[config.mk]
export PLATFORM = sky130hd
export DESIGN_NAME = multi_queue_fifo_unit
export DESIGN_NICKNAME = d
export VERILOG_FILES = /design/src/sv/mqf_pkg.sv /design/src/sv/mqf_ctrl.sv /design/src/sv/mqf_datapath.sv /design/src/sv/multi_queue_fifo_unit.sv
export SDC_FILE = /design/constraint.sdc
export NUM_CORES = 2
export LEC_CHECK = 0
export ABC_AREA = 1
export ABC_CLOCK_PERIOD_IN_PS = 5770
export BUFFER_PORTS_ARGS = -buffer_cell sky130_fd_sc_hd__buf_4
export CAP_MARGIN = 20
export CORE_UTILIZATION = 63
export DETAILED_ROUTE_END_ITERATION = 7
export GPL_TIMING_DRIVEN = 1
export PLACE_DENSITY_LB_ADDON = 0.08
export SETUP_SLACK_MARGIN = 0.3
export SLEW_MARGIN = 20
export SYNTH_ARGS = -nofsm -noshare
export SYNTH_HDL_FRONTEND = slang
export SYNTH_SLANG_ARGS = --single-unit
export TNS_END_PERCENT = 100
[constraint.sdc]
create_clock -name clk -period 5.77 [get_ports clk]
set_input_delay 1.154 -clock clk [delete_from_list [all_inputs] [get_ports clk]]
set_output_delay 1.154 -clock clk [all_outputs]
set_load 0.005 [all_outputs]
[src/sv/mqf_pkg.sv]
// shared types, codes and defaults for the multi-queue fifo bank
`timescale 1ns / 1ps
`default_nettype none

package mqf_pkg;

	// default geometry
	localparam int QUEUE_COUNT_DEF = 4;
	localparam int QUEUE_DEPTH_DEF = 16;

	// request actions
	localparam logic [1:0] ACT_CLEAR = 2'd0;
	localparam logic [1:0] ACT_READ  = 2'd1;
	localparam logic [1:0] ACT_WRITE = 2'd2;

	// result status codes
	localparam logic [1:0] ST_OK        = 2'd0;
	localparam logic [1:0] ST_BAD_INDEX = 2'd1;
	localparam logic [1:0] ST_FULL      = 2'd2;
	localparam logic [1:0] ST_EMPTY     = 2'd3;

	localparam logic [15:0] LOST_MAX = 16'hffff;

	typedef struct packed {
		logic [1:0]  action;
		logic [2:0]  queue_index;
		logic [31:0] write_data;
	} req_t;

	typedef struct packed {
		logic [1:0]  status;
		logic [31:0] read_data;
		logic [15:0] lost_count;
	} rsp_t;

	// controller to datapath commands
	typedef struct packed {
		logic capture;
		logic execute;
		logic respond;
	} cmd_t;

endpackage

`default_nettype wire

[src/sv/mqf_ctrl.sv]
// sequencing controller for the multi-queue fifo bank
`timescale 1ns / 1ps
`default_nettype none

module mqf_ctrl (
	input  wire logic         clk,
	input  wire logic         arst_n,
	input  wire logic         start,
	output logic              busy,
	output logic              done,
	output mqf_pkg::cmd_t     cmd
);
	import mqf_pkg::*;

	localparam logic [1:0] S_IDLE = 2'd0;
	localparam logic [1:0] S_EXEC = 2'd1;
	localparam logic [1:0] S_RESP = 2'd2;

	logic [1:0] state_q;
	logic [1:0] state_nxt;

	always_comb begin
		state_nxt = state_q;
		unique case (state_q)
			S_IDLE: begin
				if (start) begin
					state_nxt = S_EXEC;
				end
			end
			S_EXEC: begin
				state_nxt = S_RESP;
			end
			S_RESP: begin
				state_nxt = S_IDLE;
			end
			default: begin
				state_nxt = S_IDLE;
			end
		endcase
	end

	always_ff @(posedge clk or negedge arst_n) begin
		if (!arst_n) begin
			state_q <= S_IDLE;
		end else begin
			state_q <= state_nxt;
		end
	end

	assign busy        = (state_q != S_IDLE);
	assign done        = (state_q == S_RESP);
	assign cmd.capture = start && (state_q == S_IDLE);
	assign cmd.execute = (state_q == S_EXEC);
	assign cmd.respond = (state_q == S_RESP);

endmodule

`default_nettype wire

[src/sv/mqf_datapath.sv]
// queue pointers, counters, word store and result registers
`timescale 1ns / 1ps
`default_nettype none

module mqf_datapath #(
	parameter int QUEUE_COUNT = mqf_pkg::QUEUE_COUNT_DEF,
	parameter int QUEUE_DEPTH = mqf_pkg::QUEUE_DEPTH_DEF
) (
	input  wire logic         clk,
	input  wire logic         arst_n,
	input  wire mqf_pkg::cmd_t cmd,
	input  wire mqf_pkg::req_t request,
	output mqf_pkg::rsp_t     result
);
	import mqf_pkg::*;

	localparam int QW        = (QUEUE_COUNT > 1) ? $clog2(QUEUE_COUNT) : 1;
	localparam int PW        = $clog2(QUEUE_DEPTH);
	localparam int CW        = $clog2(QUEUE_DEPTH + 1);
	localparam int MEM_DEPTH = QUEUE_COUNT * QUEUE_DEPTH;
	localparam int AW        = (MEM_DEPTH > 1) ? $clog2(MEM_DEPTH) : 1;

	req_t req_q;

	logic [PW-1:0] head_q [QUEUE_COUNT];
	logic [PW-1:0] tail_q [QUEUE_COUNT];
	logic [CW-1:0] fill_q [QUEUE_COUNT];
	logic [15:0]   lost_q [QUEUE_COUNT];

	logic [31:0] mem [MEM_DEPTH];
	logic [31:0] rd_word_q;

	logic [1:0]  status_q;
	logic [15:0] lost_out_q;
	logic        rd_ok_q;

	logic          idx_ok;
	logic [QW-1:0] q;
	logic [PW-1:0] head_cur, tail_cur;
	logic [CW-1:0] fill_cur;
	logic [15:0]   lost_cur, lost_sat;
	logic          rd_go, wr_go;
	logic [1:0]    status_nxt;
	logic [15:0]   lost_nxt;
	logic [AW-1:0] base_addr, rd_addr, wr_addr;

	always_ff @(posedge clk) begin
		if (cmd.capture) begin
			req_q <= request;
		end
	end

	assign idx_ok   = ({1'b0, req_q.queue_index} < 4'(QUEUE_COUNT));
	assign q        = req_q.queue_index[QW-1:0];
	assign head_cur = head_q[q];
	assign tail_cur = tail_q[q];
	assign fill_cur = fill_q[q];
	assign lost_cur = lost_q[q];
	assign lost_sat = (lost_cur == LOST_MAX) ? lost_cur : lost_cur + 16'd1;

	assign base_addr = AW'(q) * AW'(QUEUE_DEPTH);
	assign rd_addr   = base_addr + AW'(head_cur);
	assign wr_addr   = base_addr + AW'(tail_cur);

	always_comb begin
		rd_go      = 1'b0;
		wr_go      = 1'b0;
		status_nxt = ST_OK;
		lost_nxt   = lost_cur;
		if (!idx_ok) begin
			status_nxt = ST_BAD_INDEX;
			lost_nxt   = '0;
		end else begin
			unique case (req_q.action)
				ACT_CLEAR: begin
					lost_nxt = '0;
				end
				ACT_READ: begin
					if (fill_cur == '0) begin
						status_nxt = ST_EMPTY;
					end else begin
						rd_go = 1'b1;
					end
				end
				ACT_WRITE: begin
					if (fill_cur == CW'(QUEUE_DEPTH)) begin
						status_nxt = ST_FULL;
						lost_nxt   = lost_sat;
					end else begin
						wr_go = 1'b1;
					end
				end
				default: begin
					lost_nxt = lost_cur;
				end
			endcase
		end
	end

	// per-queue control state
	always_ff @(posedge clk or negedge arst_n) begin
		if (!arst_n) begin
			for (int i = 0; i < QUEUE_COUNT; i++) begin
				head_q[i] <= '0;
				tail_q[i] <= '0;
				fill_q[i] <= '0;
				lost_q[i] <= '0;
			end
		end else if (cmd.execute && idx_ok) begin
			if (req_q.action == ACT_CLEAR) begin
				head_q[q] <= '0;
				tail_q[q] <= '0;
				fill_q[q] <= '0;
				lost_q[q] <= '0;
			end
			if (rd_go) begin
				head_q[q] <= (head_cur == PW'(QUEUE_DEPTH - 1)) ? '0 : head_cur + PW'(1);
				fill_q[q] <= fill_cur - CW'(1);
			end
			if (wr_go) begin
				tail_q[q] <= (tail_cur == PW'(QUEUE_DEPTH - 1)) ? '0 : tail_cur + PW'(1);
				fill_q[q] <= fill_cur + CW'(1);
			end
			if (req_q.action == ACT_WRITE && !wr_go) begin
				lost_q[q] <= lost_sat;
			end
		end
	end

	// word store, one write and one registered read port
	always_ff @(posedge clk) begin
		if (cmd.execute && wr_go) begin
			mem[wr_addr] <= req_q.write_data;
		end
		if (cmd.execute && rd_go) begin
			rd_word_q <= mem[rd_addr];
		end
	end

	always_ff @(posedge clk) begin
		if (cmd.execute) begin
			status_q   <= status_nxt;
			lost_out_q <= lost_nxt;
			rd_ok_q    <= rd_go;
		end
	end

	assign result.status     = status_q;
	assign result.read_data  = (cmd.respond && rd_ok_q) ? rd_word_q : '0;
	assign result.lost_count = lost_out_q;

endmodule

`default_nettype wire

[src/sv/multi_queue_fifo_unit.sv]
// top level of the multi-queue fifo bank
`timescale 1ns / 1ps
`default_nettype none

// bank of QUEUE_COUNT circular fifos of 32-bit words, QUEUE_DEPTH words each.
// a request is taken when start is high and busy is low; it clears, reads or
// writes one queue. a transaction passes through the cycle in which it is
// accepted, an execute cycle that updates the queue pointers and counters
// and does the registered read of the word store at its closing edge, and the
// cycle in which done is high and the result stands on result. busy rises at
// the accepting edge and stays high until the result cycle ends, so a new
// request is taken only once the last result cycle is over. the receiver
// cannot stall: done and result are valid for exactly one cycle and must be
// captured then. a write to a full queue returns full and bumps that queue's
// saturating lost counter; a read from an empty queue returns empty with
// read_data zero; a queue index at or above QUEUE_COUNT returns bad index and
// changes nothing. stored words are not cleared at reset or by a clear
// action, only the pointers and counters are.
module multi_queue_fifo_unit #(
	parameter int QUEUE_COUNT = mqf_pkg::QUEUE_COUNT_DEF,
	parameter int QUEUE_DEPTH = mqf_pkg::QUEUE_DEPTH_DEF
) (
	input  wire logic          clk,
	input  wire logic          arst_n,
	input  wire logic          start,
	output logic               busy,
	input  wire mqf_pkg::req_t request,
	output logic               done,
	output mqf_pkg::rsp_t      result
);
	import mqf_pkg::*;

	cmd_t cmd;

	// sequencing: idle, execute, respond
	mqf_ctrl u_ctrl (
		.clk    (clk),
		.arst_n (arst_n),
		.start  (start),
		.busy   (busy),
		.done   (done),
		.cmd    (cmd)
	);

	// pointers, counters, word store and result registers
	mqf_datapath #(
		.QUEUE_COUNT (QUEUE_COUNT),
		.QUEUE_DEPTH (QUEUE_DEPTH)
	) u_datapath (
		.clk     (clk),
		.arst_n  (arst_n),
		.cmd     (cmd),
		.request (request),
		.result  (result)
	);

	// an accepted transaction answers after the execute state, in the respond state
	a_accept_to_done: assert property (@(posedge clk) disable iff (!arst_n)
		(start && !busy) |-> ##2 done)
		else $error("accepted transaction did not answer in time");

	// after a result the block is ready again
	a_done_then_idle: assert property (@(posedge clk) disable iff (!arst_n)
		done |=> !busy)
		else $error("block still busy after result");

	// a result only follows a busy cycle
	a_done_after_busy: assert property (@(posedge clk) disable iff (!arst_n)
		done |-> $past(busy))
		else $error("result without preceding execute");

	// rejected index leaves zero payload
	a_bad_index_zero: assert property (@(posedge clk) disable iff (!arst_n)
		(done && result.status == ST_BAD_INDEX) |->
		(result.lost_count == 16'd0 && result.read_data == 32'd0))
		else $error("bad index result carries data");

endmodule

`default_nettype wire

# Word-level counts from Yosys, hierarchy flattened
# Memory sizes are Yosys's and may differ from the RTL's. A register that Yosys moved wholly into a read port is not among the register bits.
# Cells that the tools add are included.
# W data, S select, Z words.
[op_classes]
n_lt_le_gt_ge = 3
n_reduce_logical = 12
add_sub_neg = 7
n_eq_ne = 9
n_bitwise = 8
muxes = 56
[op_table]
columns = ["op", "n"]
rows = [
  ["$mux W64", 3],
  ["$mux W16", 11],
  ["$mux W20", 5],
  ["$and A64 B64 Y64", 1],
  ["$bwmux W64", 1],
  ["$not A64 Y64", 1],
  ["$bwmux W20", 2],
  ["$and A16 B16 Y16", 2],
  ["$bmux W16 S2", 1],
  ["$bwmux W16", 2],
  ["$demux W16 S2", 1],
  ["$mux W32", 1],
  ["$pmux W16 S2", 1],
  ["$mux W4", 7],
  ["$and A20 B20 Y20", 1],
  ["$not A20 Y20", 1],
  ["$add A16 B1 Y16 const B", 1],
  ["$bmux W4 S2", 2],
  ["$eq A16 B16 Y1 const B", 1],
  ["$not A16 Y16", 1],
  ["$mux W5", 3],
  ["$add A6 B4 Y6", 2],
  ["$bmux W5 S2", 1],
  ["$demux W5 S2", 1],
  ["other kinds (21)", 42],
]
[totals]
regBits = 174
mem_count = 1
in_bits = 40
mem_bits_rw = 2048
out_inout_bits = 52
wordCells = 119
[mem_list]
columns = ["memory", "words", "word_bits", "read_ports", "rd_clocked_by_memory_dff", "wr", "line_no", "rtl"]
rows = [
  ["u_datapath.mem", 64, 32, 1, 1, 1, "mqf_datapath.sv:30", "logic [31:0] mem [MEM_DEPTH];"],
]

# Logic depth before layout (Yosys ltp)
[depth]
word_depth = 14
depth_mapped = 20
ltp_nobuf = 18

# Hierarchy
# A second synthesis with hierarchy kept.
[unflattened]
hier_cells = 9552
area_unflattened_um2 = 101869.0
[by_module_without_submodules]
columns = ["mod", "cells_per_inst", "area_each_um2", "seq_area_each_um2", "n_inst"]
rows = [
  ["mqf_datapath", 9539, 101767.6, 67044.3, 1],
  ["mqf_ctrl", 13, 101.3, 50.0, 1],
]

# Worst setup path after synthesis
# Ideal clock, no wire load.
[synth_timing]
kind = "reg-to-reg"
start = "reg u_datapath.req_q (netlist bit u_datapath.q[1])"
end = "reg u_datapath.rd_word_q[0] (read register of u_datapath.mem), enable pin"
period_less_slack_ns = 4.594
arrival_time_ns = 4.133
required_time_ns = 5.309
setup_slack_ns = 1.176
setup_ns = 0.461
path_buffers = 1
stages_incl_launch_ff = 14
cell_sequence = "edfxtp_1 -> inv_2 -> nand2_4 -> inv_2 -> clkbuf_1 -> a22oi_1 -> inv_1 -> nor2_1 -> ha_1 -> inv_1 -> nor2_2 -> nand3_1 -> nand2_2 -> nor3_1"
[synth_between]
elab_chain_cells = 9
elab_cells_between_ends = 14
cone_classes = "add/sub (1); order compare (1); mux (9); bitwise (1); reduce/logical (2)"
[synth_rtl]
columns = ["element", "line_no", "rtl"]
rows = [
  ["start: declaration", "mqf_datapath.sv:23", "req_t req_q;"],
  ["start signal: assignment", "mqf_datapath.sv:49", "req_q <= request;"],
  ["$not A2 Y3 (implied by the code)", "mqf_datapath.sv:55, mqf_datapath.sv:57", ""],
  ["$bmux W5 S2", "mqf_datapath.sv:57", "assign fill_cur = fill_q[q];"],
  ["$mux W5 (implied by the code) (2 in a row)", "mqf_datapath.sv:57", ""],
  ["$logic_not A5 Y1", "mqf_datapath.sv:79", "if (fill_cur == '0) begin"],
  ["$mux W1", "mqf_datapath.sv:79", ""],
  ["$mux W1", "mqf_datapath.sv:74", "unique case (req_q.action)"],
  ["$mux W1", "mqf_datapath.sv:70", "if (!idx_ok) begin"],
  ["$logic_and A1 B1 Y1", "mqf_datapath.sv:135", "if (cmd.execute && rd_go) begin"],
  ["end: declaration", "mqf_datapath.sv:31", "logic [31:0] rd_word_q;"],
]
# Several ways; a longest one is shown, not always the timed one. The select of a mux whose other input is x is not followed.
# A chain may end at the register's enable or synchronous reset.

# Worst setup path after layout
[layout_timing]
start = "reg u_datapath.req_q (netlist bit u_datapath.q[0])"
end = "mem u_datapath.mem[33][13], enable pin"
[layout_between]
elab_chain_cells = 11
elab_cells_between_ends = 16
cone_classes = "add/sub (1); order compare (1); eq/ne (1); mux (11); bitwise (1); reduce/logical (1)"
[layout_rtl]
columns = ["element", "line_no", "rtl"]
rows = [
  ["$not A2 Y3 (implied by the code)", "mqf_datapath.sv:56, mqf_datapath.sv:57", ""],
  ["$bmux W5 S2", "mqf_datapath.sv:57", ""],
  ["$mux W5 (implied by the code) (2 in a row)", "mqf_datapath.sv:57", ""],
  ["$eq A5 B5 Y1", "mqf_datapath.sv:86", "if (fill_cur == CW'(QUEUE_DEPTH)) begin"],
  ["$mux W1", "mqf_datapath.sv:86", ""],
  ["$mux W1", "mqf_datapath.sv:74", ""],
  ["$mux W1", "mqf_datapath.sv:70", ""],
  ["$logic_and A1 B1 Y1", "mqf_datapath.sv:132", "if (cmd.execute && wr_go) begin"],
  ["$mux W1", "mqf_datapath.sv:132", ""],
  ["$mux W1 (implied by the code)", "mqf_datapath.sv:133", "mem[wr_addr] <= req_q.write_data;"],
  ["end: declaration", "mqf_datapath.sv:30", ""],
]
# Several ways; a longest one is shown, not always the timed one. The select of a mux whose other input is x is not followed.

==> flow_metrics.py <==
metrics = {
    "cells_and_area": {
        "drive_gt1_frac": 0.0796,
        "fillers": 11300,
        "postLayoutCoreUtil": 0.707,
        "fin_nets": 9521,
        "syn_to_final_growth_pct": 10.8,
        "design_area_um2": 112000,
    },
    "setup_path": {
        "cp-end-kind": "flop",
        "crit_buf_inv": 5,
        "path_max_fanout": 27,
        "path_cells": "buf_4, inv_2, nand2_1, nand2_1, nand2_1, nand2_2, nor2_2, nand3_2, nand2_1, nor2_2, nand2_1, inv_1, nand3_1, buf_12, nor2_4, buf_4",
        "startpoint_type": "flop",
        "cp_top_family": "simple AND/OR/NAND/NOR gates",
        "cpPeakStageDelay_ns": 0.69,
        "path_class": "flop to flop",
        "worstPathArrival_ns": 5.25,
        "crit_top_cell": "nand2_1",
        "slowest_stage": "edfxtp_1",
        "required_ns": 6.30,
    },
    "clocking": {
        "cts.sinks": 2254,
        "ctsHtreeMaxLevel": 4,
        "cts.clk_slew.worst_paths_ns": 0.06,
        "numCtsBuffers": 224,
        "cts_resized": 0,
        "clock_latency_ns": 0.87,
        "postCtsSetupBuffers": 0,
        "cts-root-buf": "clkbuf_16",
        "clk_path_buf_depth": 3,
        "cts_hold_buffers": 0,
        "cts_tree": "yes",
    },
    "synth": {
        "synth_area_leaders": "edfxtp_1 63%, nand3_1 9.2%, nand2_1 7.5%, nand3b_1 7.0%, inv_1 4.6%",
        "syn_inst": 9512,
        "synth_cell_types": 40,
        "ys.flop_type": "edfxtp_1",
        "async_reset_ff_frac": 0.0524,
        "ys_seq_area_frac": 0.661,
        "synth_edf_count": 2136,
        "yosys.area.top_type_share": 0.632,
        "synth-seq-cells": 2254,
        "synth_most_common_cell": "edfxtp_1",
        "synth_area_per_cell_um2": 10.7,
        "syn-num-nets": 9560,
        "yosysTopAreaCell": "edfxtp_1",
        "syn_area_um2": 102000,
        "ys_top_cells_by_count": "2136 x edfxtp_1, 2023 x nand2_1, 1866 x nand3_1",
        "ys_warn_count": 0,
    },
    "global_routing": {
        "grt_max_degree": 148,
        "grt_pass1_wl_um": 437000,
        "grt_use_met3": 0.0685,
        "track_usage": 0.363,
        "busiest_layer": "met2",
        "grt_pass1_vias": 68900,
        "grt-ovfl-total": 0,
        "use_met1": 0.509,
        "grt_use_met2": 0.561,
        "antenna_found_initial": 11,
    },
    "timing": {
        "worstMarginPinSlew_ns": 1.20,
        "timing.final.hold_violations": 0,
        "period_needed_ns": 4.72,
        "hold_slack_ns": 0.418,
        "timing.final.crit_share": 0.817,
        "rsz0062_at_grt": "false",
        "finalSetupTns_ns": 0,
        "setup_viol": 0,
        "final_max_slew_viol_count": 0,
        "finClkSkew_ns": 0.0267,
        "fmax_mhz": 212,
        "relSlewSlack": 0.199,
    },
    "hold_path": {
        "hold_path_class": "primary input to async pin",
    },
    "detailed_routing": {
        "post_drt_via_cell_ratio": 6.13,
        "dr.pass1.iters": 6,
        "ant_nets": 0,
        "drc": 0,
        "vias": 72400,
        "avgRoutedWirePerCell_um": 25.1,
        "drt_iter0_drc": 11100,
        "drt-total-wl_um": 297000,
    },
    "floorplan": {
        "initial_utilization": 0.638,
        "pin_count": 92,
        "rows": 146,
        "chipHeight_um": 403,
        "coreArea_um2": 159000,
        "die_area_um2": 163000,
        "die_w_um": 403,
    },
    "pwr": {
        "power_density_nw_per_um2": 388,
        "total_leakage_power_nw": 43.6,
        "vdd_drop_max_mv": 0.429,
    },
    "placement": {
        "place_congestion": 0.958,
        "port_buffers": 91,
        "dpl-instance-area_um2": 106000,
        "dp.final_hpwl_um": 163000,
    },
    "run": {
        "cap_violations": 0,
    },
    "outcome": {
        "outcome": "finished clean",
    },
}
## where the power goes
| group | switching [mW] | internal (mW) |
|---|---|---|
| logic | 7.86 | 2.95 |
| clock network | 6.17 | 7.83 |
| registers | 0.313 | 18.5 |
## state kept, by name, indices dropped and copies added, names as in the netlist
signal	flops
u_datapath.mem	2048
u_datapath.lost_q	64
u_datapath.req_q	35
u_datapath.rd_word_q	32
u_datapath.fill_q	20
u_datapath.head_q	16
u_datapath.lost_out_q	16
u_datapath.tail_q	16
u_ctrl.state_q	2
u_datapath.q	2
u_datapath.status_q	2
u_datapath.rd_ok_q	1
## metal layers
layer | vias to the layer above | part of all wire
met2 | 4417 | 0.46
met3 | 723 | 0.12
met5 | - | 0.00015
li1 | 32300 | -
met1 | 35000 | 0.38
met4 | 8 | 0.045
## metrics by stage
| step | total power [mW] | std cells | setup slack, ns |
|---|---|---|---|
| finish | 43.6 | 11800 | 1.05 |
| floorplan | 25.7 | 9512 | 1.18 |
| global placement | 29.4 | 11400 | 1.14 |
| CTS | 43.4 | 11800 | 1.14 |
| global route | 45.1 | 11800 | 0.818 |
| detailed placement | 29.6 | 11400 | 1.18 |
## final timing paths
kind                       slack [ns]                         startpoint  cells after the start                           endpoint
max                              1.05          u_datapath.q[0]$_DFFE_PP_                     16   u_datapath.mem[33][13]$_DFFE_PP_
min                              0.42                             arst_n                      2  u_datapath.lost_q[13]$_DFFE_PN0P_
max reg2reg                      1.05          u_datapath.q[0]$_DFFE_PP_                     16   u_datapath.mem[33][13]$_DFFE_PP_
min reg2reg                      0.49  u_datapath.lost_q[19]$_DFFE_PN0P_                      2  u_datapath.lost_q[19]$_DFFE_PN0P_
max in group asynchronous        4.62                             arst_n                      2   u_datapath.fill_q[4]$_DFFE_PN0P_
min in group clk                 0.46                        request[28]                      1     u_datapath.req_q[28]$_DFFE_PP_
## kinds of logic (layout without fill, tap and decap cells)
group,Yosys count,count (layout),synth area share
simple gates,5089,5089,0.248
flops,2254,2254,0.661
buf+inv,1860,2003,0.0739
compound gates,290,290,0.0148
xor+xnor,10,10,0.000863
fa+ha+maj,8,8,0.000986
mux,1,1,0.0000986
other cells,0,1,0
## cell type report
class                   instances  area (µm²)  share of cell area
clock inverters               119         970             0.00862
inverters                    1251        4700              0.0418
diodes                          1        2.50           0.0000223
repair buffers                344        3550              0.0315
multi-input cells            5398       27500               0.244
clock buffers                 289        5960              0.0530
well taps                    2146        2690              0.0239
flip-flops and latches       2254       67100               0.597
## cell usage in the layout (no fill, tap or decap), drive strengths merged
cell type / synthesis / routed
a21oi: 100 / 100
a22oi: 2 / 2
a2bb2oi: 3 / 3
a31oi: 2 / 2
and2: 1 / 1
buf: 419 / 344
bufinv: 0 / 13
clkbuf: 190 / 289
clkinv: 6 / 103
clkinvlp: 0 / 2
dfrtp: 118 / 118
diode: 0 / 1
edfxtp: 2136 / 2136
ha: 8 / 8
inv: 1245 / 1252
mux2i: 1 / 1
nand2: 2031 / 2031
nand3: 1879 / 1879
nand3b: 945 / 945
nand4: 12 / 12
nor2: 212 / 212
nor3: 2 / 2
o211ai: 10 / 10
o21a: 1 / 1
o21ai: 170 / 170
o22ai: 2 / 2
or2: 7 / 7
xnor2: 1 / 1
xor2: 9 / 9
Power figures use the tool's default switching activity.
